===== config.mk =====
export PLATFORM = sky130hd
export DESIGN_NAME = julian_date_to_civil_datetime
export DESIGN_NICKNAME = d
export VERILOG_FILES = /design/src/rtl/jd2c_pkg.sv /design/src/rtl/jd2c_daysplit.sv /design/src/rtl/julian_date_to_civil_datetime.sv
export SDC_FILE = /design/constraint.sdc
export NUM_CORES = 2
export LEC_CHECK = 0
export BUFFER_PORTS_ARGS = -buffer_cell sky130_fd_sc_hd__clkbuf_2
export CAP_MARGIN = 20
export CORE_UTILIZATION = 59
export CTS_CLUSTER_DIAMETER = 40
export CTS_CLUSTER_SIZE = 10
export DETAILED_ROUTE_END_ITERATION = 12
export GPL_ROUTABILITY_DRIVEN = 1
export GPL_TIMING_DRIVEN = 0
export PLACE_DENSITY = 0.78
export SETUP_SLACK_MARGIN = 0.15
export SYNTH_ARGS = -nofsm -noshare
export SYNTH_HDL_FRONTEND = slang
export SYNTH_SLANG_ARGS = --single-unit

===== constraint.sdc =====
create_clock -name clk -period 8.1 [get_ports clk]
set_input_delay 0.81 -clock clk [delete_from_list [all_inputs] [get_ports clk]]
set_output_delay 0.81 -clock clk [all_outputs]
set_load 0.02 [all_outputs]

===== src/rtl/jd2c_pkg.sv =====
// Shared constants, widths, types and the month-offset table for the
// Julian time to civil date and time converter.
// No dependencies; every rtl module imports this package.
`default_nettype none

package jd2c_pkg;

  // Input time width; the day-number datapath widths below follow from it (36..48)
  localparam int TIME_WIDTH = 40;

  // Civil-time split: seconds + half day, then divide by 86400 = 128 * 675
  localparam int CIV_W    = TIME_WIDTH + 1;
  localparam int X_W      = CIV_W - 7;
  localparam int XL_W     = X_W / 2;
  localparam int XH_W     = X_W - XL_W;
  localparam int Z_W      = TIME_WIDTH - 16;
  localparam int TOD_W    = 17;
  localparam int HALF_DAY = 43200;
  localparam int DAY_DIV  = 675;
  localparam int DAY_REM_W = 11;
  localparam longint unsigned DAY_M = (64'd1 << X_W) / 64'd675;
  localparam int DM_W     = X_W - 9;
  localparam int PH_W     = XH_W + DM_W;
  localparam int PL_W     = XL_W + DM_W;
  localparam int PS_W     = X_W + DM_W;

  // Gregorian correction: alpha = (4z - 7468865) / 146097
  localparam int GREG_START = 2299161;
  localparam int GREG_OFS   = 7468865;
  localparam int ALPHA_DIV  = 146097;
  localparam int GN_W       = Z_W + 2;
  localparam longint unsigned GA_M = (64'd1 << GN_W) / 64'd146097;
  localparam int GAM_W      = GN_W - 17;
  localparam int GAP_W      = GN_W + GAM_W;
  localparam int ALPHA_REM_W = 19;

  // Year count: c = (20b - 2442) / 7305
  localparam int B_OFS    = 1524;
  localparam int B_W      = Z_W + 1;
  localparam int CN_W     = B_W + 5;
  localparam int CYC_OFS  = 2442;
  localparam int CYC_DIV  = 7305;
  localparam longint unsigned C_M = (64'd1 << CN_W) / 64'd7305;
  localparam int C_W      = CN_W - 12;
  localparam int CP_W     = CN_W + C_W;
  localparam int CYC_REM_W = 14;
  localparam int D_W      = C_W + 11;
  localparam int DAYS_4Y  = 1461;

  // Month count: e = 10000 (b - d) / 306001
  localparam int BD_W     = 9;
  localparam int EX_W     = 23;
  localparam int EP_W     = 27;
  localparam int E_W      = 4;
  localparam int MON_SCALE = 10000;
  localparam int MON_PROD = 270000;
  localparam int MON_DIV  = 306001;
  localparam int MON_K    = 23;

  // Year offsets for early (Jan, Feb) and late months
  localparam int YEAR_OFS_LATE  = 4716;
  localparam int YEAR_OFS_EARLY = 4715;

  // Division by 15 for minutes and hours (x < 2^15)
  localparam int DIV15_M  = 2184;
  localparam int DIV15_K  = 15;
  localparam int TP_W     = 27;
  localparam int HP_W     = 21;
  localparam int MT_W     = 11;

  // Weekday: day number mod 7 through octal digit sums
  localparam int WD_DIGITS = (Z_W + 2) / 3;
  localparam int ZX_W      = WD_DIGITS * 3;
  localparam int WSUM_W    = 7;

  // Pipeline depth: three stages in the day split, nine after it
  localparam int SPLIT_DEPTH = 3;
  localparam int PIPE_DEPTH  = 12;

  typedef struct packed {
    logic [Z_W-1:0]   day_num;
    logic [TOD_W-1:0] tod;
  } split_t;

  typedef struct packed {
    logic [4:0] hour;
    logic [5:0] minute;
    logic [5:0] second;
    logic [2:0] weekday;
  } clock_t;

  // floor(30.6001 * e) for the month index e
  function automatic logic [BD_W-1:0] month_days(input logic [E_W-1:0] e);
    logic [BD_W-1:0] v;
    unique case (e)
      4'd0:  v = 9'd0;
      4'd1:  v = 9'd30;
      4'd2:  v = 9'd61;
      4'd3:  v = 9'd91;
      4'd4:  v = 9'd122;
      4'd5:  v = 9'd153;
      4'd6:  v = 9'd183;
      4'd7:  v = 9'd214;
      4'd8:  v = 9'd244;
      4'd9:  v = 9'd275;
      4'd10: v = 9'd306;
      4'd11: v = 9'd336;
      4'd12: v = 9'd367;
      4'd13: v = 9'd397;
      4'd14: v = 9'd428;
      4'd15: v = 9'd459;
    endcase
    return v;
  endfunction

endpackage

`default_nettype wire


===== src/rtl/jd2c_daysplit.sv =====
// Three-stage split of the input time into civil day number and time of day.
// Depends on jd2c_pkg (widths, reciprocal of 675, split_t).
`default_nettype none

module jd2c_daysplit (
  input  logic                          clk,
  input  logic                          rst_n,
  input  logic                          in_valid,
  input  logic [jd2c_pkg::TIME_WIDTH-1:0] in_seconds,
  output logic                          out_valid,
  output jd2c_pkg::split_t              out_split
);
  import jd2c_pkg::*;

  logic [CIV_W-1:0] civil;
  logic [X_W-1:0]   x;
  logic [PH_W-1:0]  ph_nxt, ph_r;
  logic [PL_W-1:0]  pl_nxt, pl_r;
  logic [X_W-1:0]   x1_r, x2_r;
  logic [6:0]       lo1_r, lo2_r;
  logic             v1_r, v2_r, v3_r;
  logic [PS_W-1:0]  psum;
  logic [Z_W-1:0]   q0_nxt, q0_r;
  logic [X_W-1:0]   rem_full;
  logic [DAY_REM_W-1:0] rem;
  logic [DAY_REM_W-1:0] rem_fix;
  split_t           split_nxt, split_r;

  // Shift to civil midnight, drop the factor 128, form partial products
  always_comb begin
    civil  = CIV_W'(in_seconds) + CIV_W'(HALF_DAY);
    x      = civil[CIV_W-1:7];
    ph_nxt = PH_W'(x[X_W-1:XL_W]) * PH_W'(DM_W'(DAY_M));
    pl_nxt = PL_W'(x[XL_W-1:0]) * PL_W'(DM_W'(DAY_M));
  end

  // Combine partial products into the quotient estimate
  always_comb begin
    psum   = (PS_W'(ph_r) << XL_W) + PS_W'(pl_r);
    q0_nxt = psum[X_W+Z_W-1:X_W];
  end

  // Correct the estimate by one and rebuild the time of day
  always_comb begin
    rem_full = x2_r - X_W'(q0_r) * X_W'(DAY_DIV);
    rem      = rem_full[DAY_REM_W-1:0];
    if (rem >= DAY_REM_W'(DAY_DIV)) begin
      split_nxt.day_num = q0_r + Z_W'(1);
      rem_fix           = rem - DAY_REM_W'(DAY_DIV);
    end else begin
      split_nxt.day_num = q0_r;
      rem_fix           = rem;
    end
    split_nxt.tod = {rem_fix[9:0], lo2_r};
  end

  // Advance valid bits
  always_ff @(posedge clk) begin
    if (!rst_n) begin
      v1_r <= 1'b0;
      v2_r <= 1'b0;
      v3_r <= 1'b0;
    end else begin
      v1_r <= in_valid;
      v2_r <= v1_r;
      v3_r <= v2_r;
    end
  end

  // Advance payload
  always_ff @(posedge clk) begin
    ph_r    <= ph_nxt;
    pl_r    <= pl_nxt;
    x1_r    <= x;
    lo1_r   <= civil[6:0];
    q0_r    <= q0_nxt;
    x2_r    <= x1_r;
    lo2_r   <= lo1_r;
    split_r <= split_nxt;
  end

  assign out_valid = v3_r;
  assign out_split = split_r;

endmodule

`default_nettype wire


===== src/rtl/julian_date_to_civil_datetime.sv =====
// Top level: pipelined Julian seconds to civil date, time and weekday.
// Depends on jd2c_pkg and jd2c_daysplit.
//
//   channel  ports                                   transfer when
//   input    start, busy, in_julian_seconds          start && !busy
//   result   out_valid, out_year .. out_weekday      out_valid (one cycle)
//
// One item enters per cycle; busy is always low.
// Results appear in the order of their input transfers.
// The pipeline is a chain of reciprocal multiplies with correction:
// day split (3 stages), alpha, year count and month count stages.
// Reset clears only the valid bits; items in flight are dropped.
// The receiver cannot stall, so nothing is ever held back.
`default_nettype none

module julian_date_to_civil_datetime (
  input  logic                            clk,
  input  logic                            rst_n,
  input  logic                            start,
  output logic                            busy,
  input  logic [jd2c_pkg::TIME_WIDTH-1:0] in_julian_seconds,
  output logic                            out_valid,
  output logic signed [15:0]              out_year,
  output logic [3:0]                      out_month,
  output logic [4:0]                      out_day,
  output logic [4:0]                      out_hour,
  output logic [5:0]                      out_minute,
  output logic [5:0]                      out_second,
  output logic [2:0]                      out_weekday
);
  import jd2c_pkg::*;

  logic   ds_valid;
  split_t ds_split;
  logic [PIPE_DEPTH:SPLIT_DEPTH+1] vld_r;

  // Stage 4
  logic [Z_W-1:0]    z4_r;
  logic [TOD_W-1:0]  tod4_r;
  logic              greg4_nxt, greg4_r;
  logic [GN_W-1:0]   gan4_nxt, gan4_r;
  logic [GAP_W-1:0]  gap4_nxt, gap4_r;
  logic [TP_W-1:0]   tp4_nxt, tp4_r;
  logic [ZX_W-1:0]   zx;
  logic [WSUM_W-1:0] wsum4_nxt, wsum4_r;

  // Stage 5
  logic [Z_W-1:0]    z5_r;
  logic [TOD_W-1:0]  tod5_r;
  logic              greg5_r;
  logic [GAM_W-1:0]  aq0;
  logic [GN_W-1:0]   arem;
  logic [GAM_W-1:0]  alpha5_nxt, alpha5_r;
  logic [MT_W-1:0]   mq0;
  logic [14:0]       mrem;
  logic [MT_W-1:0]   mt5_nxt, mt5_r;
  logic [3:0]        wfold;
  logic [2:0]        wmod;
  logic [2:0]        wd5_nxt, wd5_r;

  // Stage 6
  logic [B_W-1:0]    a6;
  logic [B_W-1:0]    b6_nxt, b6_r;
  logic [CN_W-1:0]   cn6_nxt, cn6_r;
  logic [MT_W-1:0]   mt6_r;
  logic [TOD_W-1:0]  srem;
  logic [5:0]        sec6_nxt, sec6_r;
  logic [HP_W-1:0]   hp6_nxt, hp6_r;
  logic [2:0]        wd6_r;

  // Stage 7
  logic [B_W-1:0]    b7_r;
  logic [CN_W-1:0]   cn7_r;
  logic [CP_W-1:0]   cp7_nxt, cp7_r;
  logic [4:0]        hq0;
  logic [8:0]        hrem;
  logic [4:0]        hour7;
  logic [MT_W-1:0]   minrem;
  clock_t            clk7_nxt, clk7_r;

  // Stage 8
  logic [C_W-1:0]    cq0;
  logic [CN_W-1:0]   crem;
  logic [C_W-1:0]    c8_nxt, c8_r;
  logic [B_W-1:0]    b8_r;
  clock_t            clk8_r;

  // Stage 9
  logic [D_W-1:0]    dprod;
  logic [B_W-1:0]    bdfull;
  logic [BD_W-1:0]   bd9_nxt, bd9_r;
  logic [C_W-1:0]    c9_r;
  clock_t            clk9_r;

  // Stage 10
  logic [EX_W-1:0]   ex10_nxt, ex10_r;
  logic [EP_W-1:0]   ep10_nxt, ep10_r;
  logic [BD_W-1:0]   bd10_r;
  logic [C_W-1:0]    c10_r;
  clock_t            clk10_r;

  // Stage 11
  logic [E_W-1:0]    eq0;
  logic [EX_W-1:0]   erem;
  logic [E_W-1:0]    e11_nxt, e11_r;
  logic [BD_W-1:0]   bd11_r;
  logic [C_W-1:0]    c11_r;
  clock_t            clk11_r;

  // Stage 12 (outputs)
  logic [BD_W-1:0]   dfull;
  logic [3:0]        month_nxt, month_r;
  logic [4:0]        day_nxt, day_r;
  logic signed [31:0] year_full;
  logic signed [15:0] year_nxt, year_r;
  clock_t            clk12_r;

  assign busy = 1'b0;

  jd2c_daysplit u_split (
    .clk        (clk),
    .rst_n      (rst_n),
    .in_valid   (start && !busy),
    .in_seconds (in_julian_seconds),
    .out_valid  (ds_valid),
    .out_split  (ds_split)
  );

  // Stage 4: alpha numerator and product, minute product, weekday digit sum
  always_comb begin
    greg4_nxt = (32'(ds_split.day_num) >= 32'(GREG_START));
    gan4_nxt  = {ds_split.day_num, 2'b00} - GN_W'(GREG_OFS);
    gap4_nxt  = GAP_W'(gan4_nxt) * GAP_W'(GAM_W'(GA_M));
    tp4_nxt   = TP_W'(ds_split.tod[TOD_W-1:2]) * TP_W'(DIV15_M);
    zx        = ZX_W'(ds_split.day_num);
    wsum4_nxt = '0;
    for (int i = 0; i < WD_DIGITS; i++) begin
      wsum4_nxt = wsum4_nxt + WSUM_W'(zx[3*i +: 3]);
    end
  end

  // Stage 5: correct alpha and total minutes, reduce weekday mod 7
  always_comb begin
    aq0  = gap4_r[GAP_W-1:GN_W];
    arem = gan4_r - GN_W'(aq0) * GN_W'(ALPHA_DIV);
    if (arem[ALPHA_REM_W-1:0] >= ALPHA_REM_W'(ALPHA_DIV)) begin
      alpha5_nxt = aq0 + GAM_W'(1);
    end else begin
      alpha5_nxt = aq0;
    end

    mq0  = tp4_r[DIV15_K+MT_W-1:DIV15_K];
    mrem = tod4_r[TOD_W-1:2] - 15'(mq0) * 15'(15);
    if (mrem[4:0] >= 5'd15) begin
      mt5_nxt = mq0 + MT_W'(1);
    end else begin
      mt5_nxt = mq0;
    end

    wfold = 4'(wsum4_r[2:0]) + 4'(wsum4_r[5:3]) + 4'(wsum4_r[6]);
    if (wfold >= 4'd14) begin
      wmod = 3'(wfold - 4'd14);
    end else if (wfold >= 4'd7) begin
      wmod = 3'(wfold - 4'd7);
    end else begin
      wmod = wfold[2:0];
    end
    // The civil weekday is one ahead of the day number mod 7
    wd5_nxt = (wmod == 3'd6) ? 3'd0 : wmod + 3'd1;
  end

  // Stage 6: calendar base b and year numerator, seconds, hour product
  always_comb begin
    if (greg5_r) begin
      a6 = B_W'(z5_r) + B_W'(1) + B_W'(alpha5_r) - B_W'(alpha5_r >> 2);
    end else begin
      a6 = B_W'(z5_r);
    end
    b6_nxt   = a6 + B_W'(B_OFS);
    cn6_nxt  = (CN_W'(b6_nxt) << 4) + (CN_W'(b6_nxt) << 2) - CN_W'(CYC_OFS);
    srem     = tod5_r - TOD_W'(mt5_r) * TOD_W'(60);
    sec6_nxt = srem[5:0];
    hp6_nxt  = HP_W'(mt5_r[MT_W-1:2]) * HP_W'(DIV15_M);
  end

  // Stage 7: year product, correct hours, minutes
  always_comb begin
    cp7_nxt = CP_W'(cn6_r) * CP_W'(C_W'(C_M));
    hq0     = hp6_r[DIV15_K+4:DIV15_K];
    hrem    = mt6_r[MT_W-1:2] - 9'(hq0) * 9'(15);
    if (hrem[4:0] >= 5'd15) begin
      hour7 = hq0 + 5'd1;
    end else begin
      hour7 = hq0;
    end
    minrem           = mt6_r - MT_W'(hour7) * MT_W'(60);
    clk7_nxt.hour    = hour7;
    clk7_nxt.minute  = minrem[5:0];
    clk7_nxt.second  = sec6_r;
    clk7_nxt.weekday = wd6_r;
  end

  // Stage 8: correct the year count
  always_comb begin
    cq0  = cp7_r[CP_W-1:CN_W];
    crem = cn7_r - CN_W'(cq0) * CN_W'(CYC_DIV);
    if (crem[CYC_REM_W-1:0] >= CYC_REM_W'(CYC_DIV)) begin
      c8_nxt = cq0 + C_W'(1);
    end else begin
      c8_nxt = cq0;
    end
  end

  // Stage 9: days into the year count
  always_comb begin
    dprod   = D_W'(c8_r) * D_W'(DAYS_4Y);
    bdfull  = b8_r - B_W'(dprod >> 2);
    bd9_nxt = bdfull[BD_W-1:0];
  end

  // Stage 10: month numerator and its reciprocal product
  always_comb begin
    ex10_nxt = EX_W'(bd9_r) * EX_W'(MON_SCALE);
    ep10_nxt = EP_W'(bd9_r) * EP_W'(MON_PROD);
  end

  // Stage 11: correct the month index
  always_comb begin
    eq0  = ep10_r[MON_K+E_W-1:MON_K];
    erem = ex10_r - EX_W'(eq0) * EX_W'(MON_DIV);
    if (erem >= EX_W'(MON_DIV)) begin
      e11_nxt = eq0 + E_W'(1);
    end else begin
      e11_nxt = eq0;
    end
  end

  // Stage 12: day, month and year
  always_comb begin
    dfull   = bd11_r - month_days(e11_r);
    day_nxt = dfull[4:0];
    if (e11_r < 4'd14) begin
      month_nxt = e11_r - 4'd1;
    end else begin
      month_nxt = e11_r - 4'd13;
    end
    if (month_nxt > 4'd2) begin
      year_full = $signed(32'(c11_r)) - 32'(YEAR_OFS_LATE);
    end else begin
      year_full = $signed(32'(c11_r)) - 32'(YEAR_OFS_EARLY);
    end
    year_nxt = year_full[15:0];
  end

  // Advance valid bits
  always_ff @(posedge clk) begin
    if (!rst_n) begin
      vld_r <= '0;
    end else begin
      vld_r <= {vld_r[PIPE_DEPTH-1:SPLIT_DEPTH+1], ds_valid};
    end
  end

  // Advance payload
  always_ff @(posedge clk) begin
    z4_r     <= ds_split.day_num;
    tod4_r   <= ds_split.tod;
    greg4_r  <= greg4_nxt;
    gan4_r   <= gan4_nxt;
    gap4_r   <= gap4_nxt;
    tp4_r    <= tp4_nxt;
    wsum4_r  <= wsum4_nxt;

    z5_r     <= z4_r;
    tod5_r   <= tod4_r;
    greg5_r  <= greg4_r;
    alpha5_r <= alpha5_nxt;
    mt5_r    <= mt5_nxt;
    wd5_r    <= wd5_nxt;

    b6_r     <= b6_nxt;
    cn6_r    <= cn6_nxt;
    mt6_r    <= mt5_r;
    sec6_r   <= sec6_nxt;
    hp6_r    <= hp6_nxt;
    wd6_r    <= wd5_r;

    b7_r     <= b6_r;
    cn7_r    <= cn6_r;
    cp7_r    <= cp7_nxt;
    clk7_r   <= clk7_nxt;

    b8_r     <= b7_r;
    c8_r     <= c8_nxt;
    clk8_r   <= clk7_r;

    bd9_r    <= bd9_nxt;
    c9_r     <= c8_r;
    clk9_r   <= clk8_r;

    ex10_r   <= ex10_nxt;
    ep10_r   <= ep10_nxt;
    bd10_r   <= bd9_r;
    c10_r    <= c9_r;
    clk10_r  <= clk9_r;

    e11_r    <= e11_nxt;
    bd11_r   <= bd10_r;
    c11_r    <= c10_r;
    clk11_r  <= clk10_r;

    year_r   <= year_nxt;
    month_r  <= month_nxt;
    day_r    <= day_nxt;
    clk12_r  <= clk11_r;
  end

  assign out_valid   = vld_r[PIPE_DEPTH];
  assign out_year    = year_r;
  assign out_month   = month_r;
  assign out_day     = day_r;
  assign out_hour    = clk12_r.hour;
  assign out_minute  = clk12_r.minute;
  assign out_second  = clk12_r.second;
  assign out_weekday = clk12_r.weekday;

endmodule

`default_nettype wire


==> impl_metrics.toml <==
[sta]
maxSlewViolCount = 0
skew_ns = 0.0630
timing.hold.ws_ns = 0.216
slew_headroom_pct = 22.1
fin_ws_ns = 0.257
report.final.setup_viol = 0
fin_crit_ns = 7.84
rsz0062_at_grt = "true"
hold_viol_final = 0
timing.fmax_ghz = 0.127
worst_pin_slew_ns = 1.16
finalCritPeriodShare_pct = 96.8

[placement]
dpl_cell_area_um2 = 61600
dp_hpwl_mm = 93.6
gp_congestion = 0.915
io_buffers = 88
pre_cts_ws_ns = -1.43

[synthesis]
synth_top_area_cell = "ha_1"
synth_area_leaders = "ha_1 (25%), dfxtp_1 (22%), fa_1 (22%)"
syn-num-nets = 7749
syn_inst = 5850
yosysUniqueCellTypes = 84
ys.flop_type = "dfxtp_1"
syn_area_um2 = 59500
ys_seq_area_share_pct = 22.4
avgSynthCellArea_um2 = 10.2
yosysTopAreaCellShare_pct = 25.1
yosys_warnings = 0
async_reset_ff_share_pct = 0
ys_ff_latch = 666
synth_edf_count = 0

[clock_tree]
cts.clk_slew.worst_paths_ns = 0.05
clk_latency_ns = 0.69
cts_sinks = 666
postCtsHoldBufs = 0
cts_root_buffer = "clkbuf_16"
cts_buffer_depth = 3
cts_max_level = 3
cts_inserted_buffers = 100
tritoncts = "done"

[global_route]
grt_usage_pct = 23.3
grt_pass1_vias = 42321
overflow = 0
grt_max_degree = 17
antenna_found_initial = 1
grt_pass1_wl_mm = 196

[layout]
insertedDiodeCount = 0
fin_area_um2 = 65900
utilization_pct = 65.9
layout-drive-gt1-share_pct = 6.85
layout_commonest_cell = "inv_1"
nFillCells = 7595
final_cell_mix = "inv_1 (1313), ha_1 (1191), dfxtp_1 (664), fa_1 (661), xnor2_1 (301)"
final_nets = 7996
areaGrowthSynthToFinish_pct = 10.8

[routing]
via_per_inst = 5.27
drc = 0
postRouteAntennaNets = 0
dr.first_iter.drc_count = 1558
wl_mm = 114
via_count = 39301
wl_per_cell_um = 15.3
dr.pass1.iters = 5

[floorplanning]
io_pins = 90
rows = 116
die_h_um = 319
initial_core_util_pct = 59.5
fp.coreArea_um2 = 100000
die_w_um = 319
design.die.area_um2 = 102000

[setup_path]
cpMaxStageDelayCell = "fa_1"
worstReg2RegEnd = "gap4_r[33]"
r2r-start = "u_split.out_split[17]"
cp-end-kind = "register"
critPathBufInv = 6
crit_path_max_incr_delay_ns = 0.55
startpoint_type = "primary input"
cp-startpoint = "in_julian_seconds[23]"
ff2ff_path_depth = 26
critical_path_arrival_ns = 8.35
regToRegSetupSlack_ns = 0.75
path_depth = 32
crit_path_frequent_cell = "fa_1"
crit_fanout = 4
crit_end = "u_split.ph_r[40]"
worstSetupPathType = "primary input to register"
critPathTopFamily = "adder cells"
required_ns = 8.60

[run_status]
status = "complete, no violations"

[job]
drv_cap = 0

[min_path]
hp-class = "primary input to register"
area by class of cell:
cell class	instances	area [um2]	share of cell area [%]
Sequential cell	666	13300	20.2
Buffer	22	98.8	0.150
Multi-Input combinational cell	3844	41700	63.3
Tap cell	1298	1620	2.47
Clock buffer	121	2700	4.10
Clock inverter	45	577	0.876
Inverter	1318	4950	7.52
Timing Repair Buffer	145	888	1.35
metrics by stage:
step / TNS (ns) / cells
3_5_place_dp: -25.14 / 7242
6_report: 0 / 7459
4_1_cts: 0 / 7416
2_1_floorplan: 0 / 5850
3_3_place_gp: -22.76 / 7236
5_1_grt: -0.0653 / 7459
Yosys cell counts (29+ instances only):
cell type,instances
fa_1,661
nand3_1,74
o21a_1,56
o21ai_0,112
a21o_1,88
nand4_1,29
dfxtp_1,666
nor2b_1,39
xnor2_1,315
nor3_1,75
ha_1,1195
and3_1,31
nand2b_1,41
a21oi_1,197
inv_1,1317
xor2_1,148
nand2_1,180
nor2_1,210
logic make-up (layout without fill, tap and decap cells):
logic type,count (synthesis),count (layout),share of synthesized area (%)
AOI/OAI and AO/OA,691,691,7.65
and+or+nand+nor,807,807,6.71
buffers and inverters,1340,1651,8.49
adders and majority gates,1856,1856,47.4
xor gates and xnor gates,465,465,6.91
muxes,24,24,0.423
other,1,1,0.00631
DFF,666,666,22.4
routing by layer:
metal | vias up | share of wire, % | track usage [%]
met5 | - | 0 | 0
met4 | 0 | 3.0 | 7.63
met3 | 234 | 3.5 | 3.17
met2 | 669 | 53 | 43.8
met1 | 19024 | 41 | 27.0
li1 | 19374 | - | -
state kept, by name (all words and copies together), names as in the netlist, 20 cells and up, named ones only:
| signal | count |
|---|---|
| z4_r | 24 |
| z5_r | 24 |
| clk10_r | 20 |
| u_split.pl_r | 24 |
| u_split.q0_r | 24 |
| clk7_r | 20 |
| clk8_r | 20 |
| u_split.ph_r | 40 |
| clk11_r | 20 |
| clk9_r | 20 |
| cn6_r | 28 |
| u_split.out_split | 41 |
worst reg2reg max path: stages, from the launching register on:
cell and delay, ns:
dfxtp_4 0.48, inv_1 0.14, ha_1 0.29, nor3b_1 0.18
nor2_1 0.16, nor2_1 0.10, nor3b_1 0.34, nor2_2 0.14
nor3b_1 0.29, nor2_1 0.15, xor2_4 0.36, inv_1 0.16
fa_1 0.55, inv_1 0.05, fa_1 0.48, fa_1 0.53
fa_1 0.50, ha_1 0.32, nand2_1 0.10, nor4_2 0.39
o2111ai_1 0.37, a21boi_2 0.31, o211ai_1 0.14, a21oi_1 0.19
o21ai_0 0.14, a21boi_0 0.24, xor2_1 0.17
what timing repair did:
action | CTS | global route
endpoints found under the setup margin | 30 | 24
resized for setup | 42 | 57
cloned | 0 | 0
pin swaps | 5 | 24
setup buffers | 8 | 43
worst min-delay path by stage:
stage	start	slack (ns)	to	cells past startpoint
after floorplan	b6_r[0]	0.31	b7_r[0]	0
after global placement	clk10_r[11]	0.31	clk11_r[11]	0
after detailed placement	b6_r[0]	0.31	b7_r[0]	0
after CTS	in_julian_seconds[3]	0.17	u_split.lo1_r[3]	1
after global routing	in_julian_seconds[3]	0.17	u_split.lo1_r[3]	1
final	in_julian_seconds[3]	0.22	u_split.lo1_r[3]	1
Power is left out: the tool's default activity adds up to more than one toggle a clock period on the data nets, which glitch-free logic cannot reach.
